<file path="src/design/assert_macros.svh">
// ----------------------------------------------------------------------------
// assert_macros.svh
// concurrent assertion helpers shared by the perpendicular pair design
// ----------------------------------------------------------------------------
`ifndef ASSERT_MACROS_SVH
`define ASSERT_MACROS_SVH

`ifndef NO_ASSERTIONS
// property must hold on every clock edge outside reset
`define PFV_ASSERT(lbl, prop) \
    lbl: assert property (@(posedge clk) disable iff (!rst_n) prop) \
        else $error("pfv assertion failed");
// condition must never be seen outside reset
`define PFV_NEVER(lbl, expr) \
    lbl: assert property (@(posedge clk) disable iff (!rst_n) !(expr)) \
        else $error("pfv forbidden condition seen");
`else
`define PFV_ASSERT(lbl, prop)
`define PFV_NEVER(lbl, expr)
`endif

`endif

</file>
<file path="src/design/pfv_div.sv">
// ----------------------------------------------------------------------------
// pfv_div
// pipelined unsigned restoring divider, one quotient bit per stage
// ----------------------------------------------------------------------------
`default_nettype none

module pfv_div #(
    parameter int NUM_W = 56,
    parameter int DEN_W = 32,
    parameter int QUO_W = 24
) (
    input  wire logic             clk,
    input  wire logic             en,
    input  wire logic [NUM_W-1:0] num,   // num < den * 2**QUO_W
    input  wire logic [DEN_W-1:0] den,
    output logic      [QUO_W-1:0] quo
);

    logic [DEN_W-1:0] rem_reg [QUO_W];
    logic [QUO_W-1:0] low_reg [QUO_W];   // dividend bits out, quotient bits in
    logic [DEN_W-1:0] den_reg [QUO_W];

    for (genvar s = 0; s < QUO_W; s++)
    begin : g_stage
        logic [DEN_W-1:0] rem_in;
        logic [QUO_W-1:0] low_in;
        logic [DEN_W-1:0] den_in;
        logic [DEN_W:0]   work;
        logic             fits;

        if (s == 0)
        begin : g_first
            assign rem_in = DEN_W'(num[NUM_W-1:QUO_W]);
            assign low_in = num[QUO_W-1:0];
            assign den_in = den;
        end
        else
        begin : g_rest
            assign rem_in = rem_reg[s-1];
            assign low_in = low_reg[s-1];
            assign den_in = den_reg[s-1];
        end

        assign work = {rem_in, low_in[QUO_W-1]};
        assign fits = (work >= {1'b0, den_in});

        always_ff @(posedge clk)
        begin
            if (en)
            begin
                rem_reg[s] <= fits ? DEN_W'(work - {1'b0, den_in}) : DEN_W'(work);
                low_reg[s] <= {low_in[QUO_W-2:0], fits};
                den_reg[s] <= den_in;
            end
        end
    end

    assign quo = low_reg[QUO_W-1];

endmodule

`default_nettype wire

</file>
<file path="config.mk">
export PLATFORM = sky130hd
export DESIGN_NAME = pfv_div
export DESIGN_NICKNAME = d
export VERILOG_FILES = /design/src/design/assert_macros.svh /design/src/design/pfv_div.sv
export SDC_FILE = /design/constraint.sdc
export NUM_CORES = 2
export LEC_CHECK = 0
export BUFFER_PORTS_ARGS = -buffer_cell sky130_fd_sc_hd__buf_4
export CAP_MARGIN = 20
export CORE_AREA = 2 2 530 532
export DETAILED_ROUTE_END_ITERATION = 10
export DIE_AREA = 0 0 532 534
export GPL_ROUTABILITY_DRIVEN = 0
export GPL_TIMING_DRIVEN = 0
export SLEW_MARGIN = 30
export SYNTH_ARGS = -nofsm -noshare
export SYNTH_HDL_FRONTEND = slang
export SYNTH_SLANG_ARGS = --single-unit
</file>
<file path="constraint.sdc">
create_clock -name clk -period 5 [get_ports clk]
set_clock_uncertainty 0.2 [all_clocks]
set_input_delay 0 -clock clk [delete_from_list [all_inputs] [get_ports clk]]
set_output_delay 0 -clock clk [all_outputs]
set_load 0.005 [all_outputs]
</file>
==> implementation parameters <==
Parameter                              Value

Setup path
  Data arrival time of the critical path    around 5.2 ns
  Type of the setup path with the least slack    reg -> reg
  Critical-path maximum fanout    10
  Crit path launch type    register
  Endpoint kind of the worst setup timing path    register
  Required @ worst endpoint    about 5.4 ns

Pwr
  Worst voltage drop across the vdd grid    approximately 0.34 mV
  PD cells    ~650 nW/um^2
  Leakage dissipation    around 50 nW

Synthesis
  Number of different library cells in the post-synthesis netlist    92
  Part of the Yosys area used for sequential elements    a little under three fifths
  Share of synthesized registers carrying an async set or reset    0%
  Avg Cell Area, Syn    ~12 um^2
  Mapped Cells    approximately 9,500
  Total of warnings raised by yosys    0
  Net Count, Synth    about 10,000
  Synthesis-stage register bit count    a little over 2,000
  Synthesized cell area    around 110,000 um^2
  Count of flip-flops with a built-in enable after synthesis    2,048
  Main synth FF type    edfxtp_1

Clocking
  CTS clk-pin slew, worst paths    0.06 ns
  Sinks on the clock net    around 2,000
  TritonCTS clock tree    built
  Maximum level of the CTS H-tree    4
  Clk buf depth    4
  Total clock buffers created by CTS    about 230
  Worst-skew pair later-pin latency    roughly 0.90 ns
  Library cell used as clock root buffer    clkbuf_16

Route
  Average wire per cell in the routed design    ~19 um
  Total via count in the routed design    75,457
  Detailed-route DRC error count    0
  Router iterations before antenna repair    6
  Final routed wirelength across all metal layers    262,000 um
  Via density per instance    around 5.4
  Remaining antenna violation count    0
  Count of routing violations after the opening detailed-route iteration    between 6,000 and 7,000

Finish
  Layout Utilization    a little under half
  Final nets    around 11,000
  Highest-count cells in the layout ignoring fill and taps    edfxtp_1 (2,048), inv_1 (953), ha_1 (768)
  Proportion of layout cells with a drive suffix above 1    9.33%
  Most common cell after layout, fill and taps aside    edfxtp_1
  Signed area change from the synthesized netlist to the final layout    14.3%

Timing
  Fin. Hold Viols    0
  Min Clock Period, post-route    ~4.8 ns
  Part of the cycle the worst path needs    a little over nine tenths
  Worst Max-Slew Pin Slew    between 0.9 and 1 ns
  Setup-failing EPs final    0
  Unrepaired setup endpoints after global routing    no
  Achievable frequency    roughly 0.21 GHz
  Worst-case setup margin in the final layout    0.217 ns
  Worst hold margin    around 0.065 ns
  Number of max-slew violations in the final report    0
  Max-slew headroom    about a third

Floorplan
  Area enclosed by the die boundary    approximately 280,000 um^2
  Placement row count    a little under 200
  DIE HEIGHT    approximately 530 um
  Chip Width    approximately 530 um
  Placeable core area    278,000 um^2
  Ports    around 110
  Starting utilization of the core area    between 30% and 40%

Placed design
  Number of buffer cells added on primary ports    about 110
  Detailed-placement wirelength estimate    slightly below 200,000 um
  Place WS    -0.261 ns

Outcome
  Status    finished clean

Global route
  Global-route wire length before repair    ~410,000 um
  All-Layer GR Usage    17.9%
  Maximum number of pins on one net before global-route repair    roughly 150
  Gr ovfl total    0
  Antenna violations before repair    9
  Number of global-route vias before repair    ~73,000

Worst hold path
  Kind of path behind the tightest hold check    in -> reg

Job
  Max-cap violations    0
## metrics by stage
step           instances  cell area, um^2  TNS, ns  power, W
4_1_cts            13986           127000        0    0.0822
2_1_floorplan       9503           111000        0    0.0546
5_1_grt            13995           127000        0    0.0877
3_3_place_gp       13340           116000        -    0.0646
3_5_place_dp       13360           117000    -6.25    0.0648
6_report           13995           127000        0    0.0822
## final cells by class
class	count	area (um^2)
Fill cell	24801	152000
Sequential cell	2048	61500
Multi-Input combinational cell	6285	45100
Clock buffer	266	5950
Tap cell	3724	4660
Inverter	954	3580
Timing Repair Buffer	351	3550
Clock inverter	150	1470
Buffer	216	886
Antenna cell	1	2.50
## what timing repair did
item,4_1_cts,5_1_grt
pin swaps,0,3
setup buffers,0,8
hold endpoints to repair,329,0
hold buffers,210,0
resized for setup,12,21
endpoints found under the setup margin,119,199
## synthesized netlist by cell type (106+ instances only)
cell type / count / area share (%)
a21o_1: 375 / 2.5
nand3_1: 159 / 0.72
o21a_1: 106 / 0.72
inv_1: 953 / 3.2
nor3_1: 120 / 0.54
xnor2_1: 376 / 3.0
nand2_1: 647 / 2.2
edfxtp_1: 2048 / 55
ha_1: 768 / 8.7
mux2_2: 303 / 3.1
xor2_1: 235 / 1.9
nand4_1: 132 / 0.74
o21ai_0: 579 / 2.6
nor2_1: 521 / 1.8
a21oi_1: 715 / 3.2
nor2b_1: 123 / 0.69
clkbuf_1: 176 / 0.60
## logic make-up (layout without fill, tap and decap cells)
logic type,count (synthesis),in the layout,synth area share [%]
multiplexers,367,367,3.78
XOR/XNOR,611,611,4.83
buffers and inverters,1170,1937,4.01
AO/OA/AOI/OAI,2422,2422,13.8
other,0,1,0
AND/OR/NAND/NOR,2094,2094,9.03
flip-flops,2048,2048,55.5
adder cells (fa/ha/maj),791,791,9.08
## final timing paths
check | to | start | depth (start not counted) | slack (ns)
worst max-delay path | low_reg[2][72] | den_reg[2][65] | 12 | 0.22
worst min-delay path | rem_reg[0][2] | num[25] | 5 | 0.07
worst max register to register | low_reg[2][72] | den_reg[2][65] | 12 | 0.22
worst min register to register | low_reg[1][186] | low_reg[1][161] | 0 | 0.18
## critical path, stage by stage (launching register included)
cell and delay (ns):
edfxtp_1 0.49, inv_1 0.07, ha_1 0.29, nor2b_1 0.15, o31ai_1 0.44, a21oi_1 0.20
o21bai_1 0.22, a2111oi_0 0.17, o311ai_0 0.64, nor3_1 0.27, a311oi_4 0.63, clkbuf_1 0.56
inv_1 0.17
## per-layer routing
layer	vias to the layer above	global-route usage (%)	wire [um]
li1	36212	-	-
met1	35983	24.1	115000
met2	2660	28.9	118000
met3	598	2.91	17500
met4	4	7.11	11400
met5	-	0	21
## power breakdown
part	switching, W	leakage, nW	internal [W]
logic	0.0216	27.0	0.0160
clock network	0.00689	3.59	0.00976
registers	0.00276	20.0	0.0252
total	0.0312	50.7	0.0510
Power figures use the tool's default switching activity.
