[config.mk]
export PLATFORM = sky130hd
export DESIGN_NAME = pfv_sqrt
export DESIGN_NICKNAME = d
export VERILOG_FILES = /design/src/design/assert_macros.svh /design/src/design/pfv_sqrt.sv
export SDC_FILE = /design/constraint.sdc
export NUM_CORES = 2
export LEC_CHECK = 0
export ABC_AREA = 0
export BUFFER_PORTS_ARGS = -buffer_cell sky130_fd_sc_hd__clkbuf_2
export CAP_MARGIN = 20
export CORE_ASPECT_RATIO = 0.5
export CORE_MARGIN = 5
export CORE_UTILIZATION = 30
export CTS_BUF_LIST = sky130_fd_sc_hd__clkbuf_8
export DETAILED_ROUTE_END_ITERATION = 8
export GPL_ROUTABILITY_DRIVEN = 0
export HOLD_SLACK_MARGIN = 0.12
export MAX_ROUTING_LAYER = met4
export RECOVER_POWER = 50
export SLEW_MARGIN = 15
export SYNTH_ARGS = -nofsm -noshare
export SYNTH_HDL_FRONTEND = slang
export SYNTH_MEMORY_MAX_BITS = 65536
export SYNTH_SLANG_ARGS = --single-unit
[constraint.sdc]
create_clock -name clk -period 6.9 [get_ports clk]
set_input_delay 1.725 -clock clk [delete_from_list [all_inputs] [get_ports clk]]
set_output_delay 1.725 -clock clk [all_outputs]
set_load 0.1 [all_outputs]
[src/design/assert_macros.svh]
// ----------------------------------------------------------------------------
// assert_macros.svh
// concurrent assertion helpers shared by the perpendicular pair design
// ----------------------------------------------------------------------------
`ifndef ASSERT_MACROS_SVH
`define ASSERT_MACROS_SVH

`ifndef NO_ASSERTIONS
// property must hold on every clock edge outside reset
`define PFV_ASSERT(lbl, prop) \
    lbl: assert property (@(posedge clk) disable iff (!rst_n) prop) \
        else $error("pfv assertion failed");
// condition must never be seen outside reset
`define PFV_NEVER(lbl, expr) \
    lbl: assert property (@(posedge clk) disable iff (!rst_n) !(expr)) \
        else $error("pfv forbidden condition seen");
`else
`define PFV_ASSERT(lbl, prop)
`define PFV_NEVER(lbl, expr)
`endif

`endif

[src/design/pfv_sqrt.sv]
// ----------------------------------------------------------------------------
// pfv_sqrt
// pipelined integer square root, one root bit per stage
// ----------------------------------------------------------------------------
`default_nettype none

module pfv_sqrt #(
    parameter int IN_W = 64
) (
    input  wire logic              clk,
    input  wire logic              en,
    input  wire logic [IN_W-1:0]   radicand,
    output logic      [IN_W/2-1:0] root
);

    localparam int RW    = IN_W / 2;
    localparam int REM_W = RW + 2;

    logic [REM_W-1:0] rem_reg  [RW];
    logic [RW-1:0]    root_reg [RW];
    logic [IN_W-1:0]  rad_reg  [RW];

    for (genvar s = 0; s < RW; s++)
    begin : g_stage
        logic [REM_W-1:0] rem_in;
        logic [RW-1:0]    root_in;
        logic [IN_W-1:0]  rad_in;
        logic [REM_W+1:0] work;
        logic [REM_W+1:0] trial;
        logic             fits;

        if (s == 0)
        begin : g_first
            assign rem_in  = '0;
            assign root_in = '0;
            assign rad_in  = radicand;
        end
        else
        begin : g_rest
            assign rem_in  = rem_reg[s-1];
            assign root_in = root_reg[s-1];
            assign rad_in  = rad_reg[s-1];
        end

        // bring down two radicand bits, try root*4+1
        assign work  = {rem_in, rad_in[IN_W-1 -: 2]};
        assign trial = {2'b00, root_in, 2'b01};
        assign fits  = (work >= trial);

        always_ff @(posedge clk)
        begin
            if (en)
            begin
                rem_reg[s]  <= fits ? REM_W'(work - trial) : REM_W'(work);
                root_reg[s] <= {root_in[RW-2:0], fits};
                rad_reg[s]  <= {rad_in[IN_W-3:0], 2'b00};
            end
        end
    end

    assign root = root_reg[RW-1];

endmodule

`default_nettype wire

==> flow_metrics.env <==
export IMPL_fin_tns_setup_ns=0
export IMPL_worst_path_largest_cell_delay_ns=2.22
export IMPL_crit_required_ns=7.45
export IMPL_synth_ff_type="edfxtp_1"
export IMPL_post_cts_buffers=0
export IMPL_drive_gt1_frac=0.07731
export IMPL_crit_type="in2reg"
export IMPL_finClkSkew_ns=0.08077
export IMPL_grt_max_degree=167
export IMPL_yosys_warnings=0
export IMPL_cts_tree="built"
export IMPL_dr_pass1_iters=8
export IMPL_core_area_um2=386000
export IMPL_htree_levels=5
export IMPL_final_cells=14760
export IMPL_fp_dieH_um=450.8
export IMPL_yosys_register_bits=2523
export IMPL_grt_use_total=0.1063
export IMPL_synth_fp_nets=9586
export IMPL_netlist_cell_type_count=86
export IMPL_cts_resized=0
export IMPL_nets=9967
export IMPL_leakage_uw=0.04925
export IMPL_clockBufferDepth=4
export IMPL_syn_to_final_growth_pct=11.81
export IMPL_grt_setup_unrepaired="no"
export IMPL_antenna_found_initial=5
export IMPL_routedWlPerCell_um=14.52
export IMPL_setup_violations=0
export IMPL_min_path_type="reg2reg"
export IMPL_crit_arrival_ns=5.98
export IMPL_clock_latency_ns=1.04
export IMPL_via_count=67880
export IMPL_ant_nets=0
export IMPL_vdd_drop_max_v=0.0001646
export IMPL_maxSlewHeadroom=-1.222
export IMPL_largest_reg_flops=1003
export IMPL_period_minus_slack_ns=5.426
export IMPL_grt_pass1_wl_mm=347.6
export IMPL_whs_path_depth=0
export IMPL_worst_path_stages=2
export IMPL_routed_wl_mm=214.3
export IMPL_max_cap_violations=11
export IMPL_boundaryPins=98
export IMPL_slew_viol_final=522
export IMPL_die_area_um2=402000
export IMPL_status="complete, but fails checks"
export IMPL_critical_path_max_fanout=83
export IMPL_layout_commonest_cell="edfxtp_1"
export IMPL_cts_clk_slew_worst_paths_ns=0.06
export IMPL_crit_path_top_delay_cell="clkbuf_2"
export IMPL_synth_edf_count=2523
export IMPL_placedCellCount=14090
export IMPL_grt_pass1_vias=68310
export IMPL_numCtsBuffers=383
export IMPL_drc=0
export IMPL_post_drt_via_cell_ratio=4.598
export IMPL_end_kind="flop"
export IMPL_reg2reg_depth=12
export IMPL_worst_path_buf_inv=2
export IMPL_worstSetupStartpointType="input pin"
export IMPL_port_buffers=97
export IMPL_post_route_period_util=0.7863
export IMPL_netlist_instances=8958
export IMPL_async_flop_share=0
export IMPL_hold_viol_final=0
export IMPL_crit_chain="clkbuf_2 > clkbuf_1"
export IMPL_layout_common_cells="edfxtp_1 (2523), inv_1 (830), nand2_1 (622)"
export IMPL_violations="max-capacitance violations, max-slew violations"
export IMPL_fin_hold_ws_ns=0.3594
export IMPL_yosysSeqAreaShare=0.6497
export IMPL_fmax_ghz=0.1843
export IMPL_syn_avg_cell_area_um2=13.02
export IMPL_cts_hold_buf=0
export IMPL_rows=161
export IMPL_clockRootBuffer="clkbuf_8"
export IMPL_start_util=0.3021
export IMPL_tightest_slew_ns=3.332
export IMPL_die_w_um=891.7
export IMPL_place_detailed_hpwl_mm=146.8
export IMPL_syn_cell_area_um2=116600
export IMPL_cts_sinks=2523
export IMPL_drt_iter0_markers=4226
export IMPL_critical_path_top_delay_family="buffers and inverters"
export IMPL_overflow=0
export IMPL_powerDensity_nw_per_um2=309.9
## area by class of cell
| type | instances | area, um^2 |
|---|---|---|
| Multi-Input combinational cell | 5565 | 37610 |
| Tap cell | 5134 | 6424 |
| Inverter | 704 | 2643 |
| Clock inverter | 282 | 1530 |
| Sequential cell | 2523 | 75760 |
| Fill cell | 37430 | 255600 |
| Timing Repair Buffer | 162 | 1065 |
| Clock buffer | 387 | 5326 |
| Antenna cell | 5 | 12.51 |
## layer usage
layer	track usage	vias up	wire, um
li1	-	33870	-
met1	0.1235	31800	91360
met2	0.1760	1530	101400
met3	0.02165	674	10190
met4	0.05312	0	11390
met5	-	-	0
## final timing paths
check	from	endpoint	slack, ns
setup / recovery	en	root_reg[21][1]	1.47
hold / removal	rad_reg[22][57]	rad_reg[23][59]	0.36
setup reg to reg	root_reg[29][0]	rem_reg[30][9]	2.33
hold reg to reg	rad_reg[22][57]	rad_reg[23][59]	0.36
## metrics by stage
step | total power, uW | setup WS (ns) | utilization | instance area [um^2]
after detailed placement | 29110 | 2.301 | 0.3201 | 123600
final | 40400 | 1.474 | 0.3378 | 130400
after global placement | 28890 | 2.404 | 0.3201 | 123500
after floorplan | 26760 | 3.267 | - | 116600
after CTS | 41040 | 2.299 | 0.3379 | 130400
after global routing | 42950 | 1.068 | 0.3378 | 130400
## logic make-up after synthesis
kind of cell | count (synthesis) | synth area share
AO/OA/AOI/OAI | 1762 | 0.09282
XOR/XNOR | 848 | 0.06370
adder cells (fa/ha/maj) | 562 | 0.06030
buffers and inverters | 870 | 0.02832
flip-flops | 2523 | 0.6497
multiplexers | 85 | 0.008037
other | 1 | 0.00003216
AND/OR/NAND/NOR | 2307 | 0.09706
## synth_stat cells, types with 97 or more instances
library cell / instances / area (um^2)
inv_1: 701 / 2631
a21oi_1: 591 / 2958
or3_1: 103 / 644.4
xnor2_1: 420 / 3679
nand3_1: 142 / 710.7
edfxtp_1: 2523 / 75760
nor2_1: 573 / 2151
ha_1: 562 / 7032
nor4_1: 107 / 669.4
a21o_1: 233 / 1749
nand2_1: 622 / 2335
nand2b_1: 108 / 675.7
clkbuf_1: 142 / 533.0
xor2_1: 428 / 3749
o21ai_0: 447 / 2237
nand4_1: 97 / 606.8
nor3_1: 210 / 1051
## report_power, final
part           switching, uW  leakage [uW]  internal, uW
Sequential              1150        0.0243         19400
Combinational           4810        0.0210          3550
Clock                   5910       0.00397          5610
Power figures use the tool's default switching activity.
