===== src/design/assert_macros.svh =====
// ----------------------------------------------------------------------------
// assert_macros.svh
// concurrent assertion helpers shared by the perpendicular pair design
// ----------------------------------------------------------------------------
`ifndef ASSERT_MACROS_SVH
`define ASSERT_MACROS_SVH

`ifndef NO_ASSERTIONS
// property must hold on every clock edge outside reset
`define PFV_ASSERT(lbl, prop) \
    lbl: assert property (@(posedge clk) disable iff (!rst_n) prop) \
        else $error("pfv assertion failed");
// condition must never be seen outside reset
`define PFV_NEVER(lbl, expr) \
    lbl: assert property (@(posedge clk) disable iff (!rst_n) !(expr)) \
        else $error("pfv forbidden condition seen");
`else
`define PFV_ASSERT(lbl, prop)
`define PFV_NEVER(lbl, expr)
`endif

`endif


===== src/design/pfv_delay.sv =====
// ----------------------------------------------------------------------------
// pfv_delay
// side-data delay line with valid bits, advances on enable
// ----------------------------------------------------------------------------
`default_nettype none

module pfv_delay #(
    parameter int DATA_W = 8,
    parameter int DEPTH  = 2
) (
    input  wire logic              clk,
    input  wire logic              rst_n,
    input  wire logic              en,
    input  wire logic              vld_i,
    input  wire logic [DATA_W-1:0] data_i,
    output logic                   vld_o,
    output logic      [DATA_W-1:0] data_o
);

    logic [DEPTH-1:0]  vld_reg;
    logic [DATA_W-1:0] data_reg [DEPTH];

    always_ff @(posedge clk or negedge rst_n)
    begin
        if (!rst_n)
        begin
            vld_reg <= '0;
        end
        else if (en)
        begin
            vld_reg <= {vld_reg[DEPTH-2:0], vld_i};
        end
    end

    always_ff @(posedge clk)
    begin
        if (en)
        begin
            data_reg[0] <= data_i;
            for (int i = 1; i < DEPTH; i++)
            begin
                data_reg[i] <= data_reg[i-1];
            end
        end
    end

    assign vld_o  = vld_reg[DEPTH-1];
    assign data_o = data_reg[DEPTH-1];

endmodule

`default_nettype wire


===== config.mk =====
export PLATFORM = sky130hd
export DESIGN_NAME = pfv_delay
export DESIGN_NICKNAME = d
export VERILOG_FILES = /design/src/design/assert_macros.svh /design/src/design/pfv_delay.sv
export SDC_FILE = /design/constraint.sdc
export NUM_CORES = 1
export LEC_CHECK = 0
export BUFFER_PORTS_ARGS = -buffer_cell sky130_fd_sc_hd__buf_4
export CAP_MARGIN = 0
export CELL_PAD_IN_SITES_DETAIL_PLACEMENT = 1
export CELL_PAD_IN_SITES_GLOBAL_PLACEMENT = 2
export CORE_UTILIZATION = 38
export CTS_BUF_LIST = sky130_fd_sc_hd__clkbuf_4 sky130_fd_sc_hd__clkbuf_8
export CTS_CLUSTER_DIAMETER = 80
export DETAILED_ROUTE_END_ITERATION = 16
export HOLD_SLACK_MARGIN = 0.05
export PLACE_DENSITY_LB_ADDON = 0.08
export SLEW_MARGIN = 10
export SYNTH_ARGS = -nofsm -noshare
export SYNTH_HDL_FRONTEND = slang
export SYNTH_SLANG_ARGS = --single-unit

===== constraint.sdc =====
create_clock -name clk -period 2 [get_ports clk]
set_input_delay 0.2 -clock clk [delete_from_list [all_inputs] [get_ports clk]]
set_output_delay 0.2 -clock clk [all_outputs]
set_load 0.01 [all_outputs]

==> summary.md, run 1 <==
| Metric | Value |
|---|---|
| Max Clock Skew | 0.914 ps |
| Result of the run | completed |
| CP Data Required Time | 1800 ps |
| Final Wtd Congestion | 0.613 |
| Placement Setup Slack | 1070 ps |
| Remaining DRCs | 0 |
| Most common cell after layout, fill and taps aside | sky130_fd_sc_hd__buf_4 |
| Max-Slew Margin vs Limit | 85.5% |
| Max Buffers Root-to-Sink | 2 |
| Post-layout worst setup margin | 970 ps |
| Worst VDD drop | 0.461 mV |
| Final critical path time including I/O delays and setup | 1030 ps |
| Total of max-cap violations | 0 |
| Number of nets in the finished design | 58 |
| Number of fillers in the final layout | 143 |
| Area of combinational cells with multiple inputs | 22.5 um^2 |
| Number of H-tree levels | 1 |
| Buffer and inverter count on the worst path | 1 |
| Post-route fraction of the period consumed by the critical path | 51.5% |
| Total number of placement rows | 14 |
| Worst stage delay on the critical path | 400 ps |
| Vias in the first global route | 295 |
| Starting DRC count in detailed routing | 0 |
| Hold-critical path depth | 1 |
| Number of diodes | 0 |
| Commonest cells after routing, fill and taps aside | 20 x sky130_fd_sc_hd__buf_4, 16 x sky130_fd_sc_hd__edfxtp_1, 4 x sky130_fd_sc_hd__clkbuf_4 |
| TritonCTS Buffers | 3 |
| Fmax achieved | 0.971 GHz |
| Total Wirelength | 821 um |
| Clock slew at the register clock pins of the worst setup and hold paths | 90 ps |
| Total I/O pin count | 21 |
| Library cell contributing the largest single delay on the critical path | sky130_fd_sc_hd__dfrtp_1 |
| Yosys warning count | 0 |
| TritonCTS clock tree | done |
| CP Capture Type | output port |
| IO Port Bufs | 20 |
| Number of max-slew violations in the final report | 0 |
| Antenna Violating Nets Remaining | 0 |
| Placeable core region | 1510 um^2 |
| Max FO, Critical Path | 2 |
| Startpoint type of the worst setup path | flip-flop |
| Number of standard cells after synthesis | 28 |
| Measured slew at the worst slew-check pin | 217 ps |
| Post-DP HPWL | 610 um |
| Buffer count from post-CTS setup fixing | 0 |
| Share of post-route cells with drive strength above 1 | 57.8% |
| Starting Density | 40.7% |
| Vias after detailed routing | 280 |
| Hold_buf cts | 1 |
| Pwr per Cell Area | 921 nW/um^2 |
| Mean routed wirelength per cell | 13.5 um |
| Static leakage | 0.307 nW |
| Floorplan die area | 1780 um^2 |
| Final setup vio count | 0 |
| Worst reg2reg setup slack | 1230 ps |
| Resize count post-CTS | 0 |
| Data arrival time of the critical path | 830 ps |
| Root buffer cell | sky130_fd_sc_hd__clkbuf_4 |
| Mean post-synth cell area | 21.9 um^2 |
| Maximum number of pins on one net before global-route repair | 19 |
| Post-Synthesis Cell Area | 613 um^2 |
| Routed via count divided by cell count | 4.59 |
| Post-synthesis sequential element count | 18 |
| Die span in y | 42.2 um |
| RSZ-0062 raised after global routing | false |
| Count of cell types in the netlist | 4 |
| Top Family by Delay on Critical Path | flip-flops |
| Number of flip-flops in the largest register | 16 |
| Area added between synthesis and finish | 24.5% |
| Clock latency reported for the late side of the worst-skew pair | 280 ps |
| Final Hold Violating Endpoints | 0 |
| Portion of the post-synthesis area used by sequential elements | 86.5% |
| DRT Pass-1 Iters | 1 |
| Worst-case reg-to-reg path depth | 1 |
| Number of sinks handled by clock tree synthesis | 18 |
| Syn_nets | 40 |
| Path type of the worst min-delay path | in -> reg |
| Die W | 42.2 um |
| Class of the most critical setup path | reg -> out |
| Antenna violations before repair | 0 |
| Combined global-route utilization of all metal layers | 11.0% |
| Remaining Overflow, GRT | 0 |
| First-pass GRT wire length | 1350 um |
| Post-Route Setup TNS | 0 ps |
| Number of cells on the critical path | 1 |
| Chain of cells forming the critical path | buf_4 |
| FF/Latch Area | 531 um^2 |
==> worst paths after layout <==
path | start | endpoint
max reg2reg | vld_reg[1] | vld_reg[1]
min | data_i[5] | data_reg[0][5]
min in group asynchronous | rst_n | vld_reg[0]
min reg2reg | data_reg[0][0] | data_reg[0][8]
max | vld_reg[1] | vld_o
max in group asynchronous | rst_n | vld_reg[1]
==> cells by family (layout without fill, tap and decap cells) <==
family / after synthesis / in the layout / share of synthesized area, %
buf+inv: 8 / 25 / 9.80
flops: 18 / 18 / 86.5
mux: 2 / 2 / 3.67
==> where the power goes <==
group	internal (mW)	switching, mW	total [mW]
registers	0.443	0.00904	0.452
logic	0.0348	0.0224	0.0572
clock network	0.0910	0.103	0.195
total	0.568	0.135	0.703
==> cells in the mapped netlist, drive strengths merged <==
master	instances	area share, %
edfxtp	16	78
buf	8	9.8
dfrtp	2	8.2
mux2	2	3.7
==> through the flow <==
step	instance area (um^2)	cells	hold slack, ps	utilization [%]	power (mW)
2_1_floorplan	613	28	-95.6	-	0.484
3_3_place_gp	723	56	-18.2	48.0	0.512
3_5_place_dp	723	56	-16.1	48.0	0.518
4_1_cts	763	61	66.8	50.7	0.714
5_1_grt	763	61	55.5	50.7	0.738
6_report	763	61	84.4	50.7	0.703
==> cell type report <==
type / count / area share [%]
Clock buffer: 4 / 3.93
Multi-Input combinational cell: 2 / 2.95
Sequential cell: 18 / 69.5
Tap cell: 16 / 2.62
Timing Repair Buffer: 21 / 21.0
==> metal layers <==
| layer | global-route usage, % | vias up | wire, um |
|---|---|---|---|
| met5 | 0 | - | 0 |
| met4 | 7.50 | 0 | 0 |
| met3 | 5.17 | 0 | 78 |
| met2 | 16.6 | 18 | 454 |
| met1 | 12.4 | 134 | 289 |
| li1 | - | 128 | - |
(Power assumes the default switching activity.)
==> run 2, diff against run 1 <==
- CORE_UTILIZATION: 38 -> 35
- clock period: 2 -> 1 ns (I/O delays scaled with it)
==> run 2 against run 1 <==
Effect of this change:
- the flow now finishes with violations (design-rule violations)
- sequential cell count unchanged
- hold slack improved by 42 ps
- critical path depth unchanged
- via count rose by 15%
- clock-buffer cell count decreased by 1
- largest cell class unchanged
- highest routed layer is now met4
==> summary.md, run 2 (synthesis results as in run 1) <==
| Metric | Value |
|---|---|
| Result of the run | finished, violations left |
| Violated checks | design-rule violations |
| Number of diodes | 0 |
| Clock latency reported for the late side of the worst-skew pair | 280 ps |
| Most utilized layer in the global route result | met2 |
| Total I/O pin count | 21 |
| Met1 routing resource usage after global routing | 10.9% |
| Worst-case reg-to-reg path depth | 1 |
| Final setup vio count | 0 |
| Chain of cells forming the critical path | buf_4 |
| TritonCTS Buffers | 3 |
| Non-filler cells, final | 71 |
| Placeable core region | 1580 um^2 |
| Fmax achieved | 1.07 GHz |
| Final Hold Violating Endpoints | 0 |
| Root buffer cell | sky130_fd_sc_hd__clkbuf_4 |
| Routed via count divided by cell count | 4.52 |
| Library cell contributing the largest single delay on the critical path | sky130_fd_sc_hd__edfxtp_1 |
| Data arrival time of the critical path | 830 ps |
| Number of flip-flops in the largest register | 16 |
| Max Clock Skew | 0.757 ps |
| TritonCTS clock tree | done |
| Vias after detailed routing | 321 |
| Pwr per Cell Area | 1630 nW/um^2 |
| Number of cells on the critical path | 1 |
| Worst VDD drop | 0.742 mV |
| Floorplan die area | 1920 um^2 |
| Final Wtd Congestion | 0.571 |
| Max FO, Critical Path | 1 |
| Buffer and inverter count on the worst path | 1 |
| GR met2 Demand/Resource | 17.0% |
| Remaining DRCs | 2 |
| Placed cell count | 57 |
| DRT Pass-1 Iters | 10 |
| Met3 layer usage reported by global route | 2.92% |
| Most common cell after layout, fill and taps aside | sky130_fd_sc_hd__buf_4 |
| Post-route fraction of the period consumed by the critical path | 93.5% |
| Path type of the worst min-delay path | in -> async |
| First-pass GRT wire length | 1310 um |
| Maximum number of pins on one net before global-route repair | 12 |
| Die W | 43.9 um |
| Commonest cells after routing, fill and taps aside | 21 x sky130_fd_sc_hd__buf_4, 16 x sky130_fd_sc_hd__edfxtp_1, 10 x sky130_fd_sc_hd__dlygate4sd3_1 |
| Vias in the first global route | 326 |
| Number of sinks handled by clock tree synthesis | 18 |
| Area added between synthesis and finish | 39.8% |
| Measured slew at the worst slew-check pin | 146 ps |
| Top Family by Delay on Critical Path | flip-flops |
| Total Wirelength | 892 um |
| Startpoint type of the worst setup path | flip-flop |
| Mean routed wirelength per cell | 12.6 um |
| RSZ-0062 raised after global routing | false |
| Number of nets in the finished design | 68 |
| Post-Route Setup TNS | 0 ps |
| Clock slew at the register clock pins of the worst setup and hold paths | 100 ps |
| Number of max-slew violations in the final report | 0 |
| Share of post-route cells with drive strength above 1 | 47.3% |
| Remaining Overflow, GRT | 0 |
| CP Capture Type | output port |
| Static leakage | 0.346 nW |
| IO Port Bufs | 20 |
| Worst stage delay on the critical path | 390 ps |
| Total number of placement rows | 14 |
| Antenna violations before repair | 0 |
| Starting Density | 38.9% |
| CP Data Required Time | 900 ps |
| Class of the most critical setup path | reg -> out |
| Max Buffers Root-to-Sink | 2 |
| Max-Slew Margin vs Limit | 90.3% |
| Total of max-cap violations | 0 |
| Die span in y | 43.9 um |
| Combined global-route utilization of all metal layers | 10.4% |
| Final critical path time including I/O delays and setup | 935 ps |
| Starting DRC count in detailed routing | 3 |
| Number of H-tree levels | 1 |
| Antenna Violating Nets Remaining | 0 |
## run 2: metrics by stage
stage | util (%) | hold slack (ps) | instance area, um^2 | power, mW | setup WS (ps)
3_3_place_gp | 46.3 | -119 | 731 | 1.03 | 264
2_1_floorplan | - | -196 | 613 | 0.968 | 231
3_5_place_dp | 46.3 | -115 | 731 | 1.04 | 235
4_1_cts | 54.4 | 115 | 857 | 1.41 | 42.7
5_1_grt | 54.4 | 122 | 857 | 1.45 | 26.4
6_report | 54.4 | 126 | 857 | 1.40 | 65.2
## run 2: worst paths after layout
path / start / end / slack [ps]
max in group asynchronous: rst_n / vld_reg[1] / 790
min in group clk: en / data_reg[0][4] / 130
min reg2reg: data_reg[0][1] / data_reg[0][9] / 430
max: data_reg[0][12] / data_o[4] / 70
min: rst_n / vld_reg[0] / 130
max reg2reg: vld_reg[1] / vld_reg[1] / 250
## run 2: final cells by class
| type | instances | area, um^2 |
|---|---|---|
| clock buffers | 3 | 22.5 |
| repair buffers | 31 | 258 |
| clock inverters | 1 | 3.75 |
| multi-input cells | 2 | 22.5 |
| well taps | 16 | 20.0 |
| fillers | 159 | 719 |
| flip-flops and latches | 18 | 531 |
## run 2: per-layer routing
metal  wire [um]  vias up
met2         447       20
met5           0        -
met4          22        0
met1         336      149
met3          86        4
li1            -      148
## run 2: power breakdown
part           switching (mW)  internal (mW)
Combinational          0.0508         0.0949
Sequential             0.0191          0.885
Clock                   0.203          0.145
## run 2: repair_timing
action / CTS / global route
gates resized for setup: 0 / 0
hold buffers: 10 / 0
endpoints found under the hold margin: 11 / 0
buffers inserted: 0 / 0
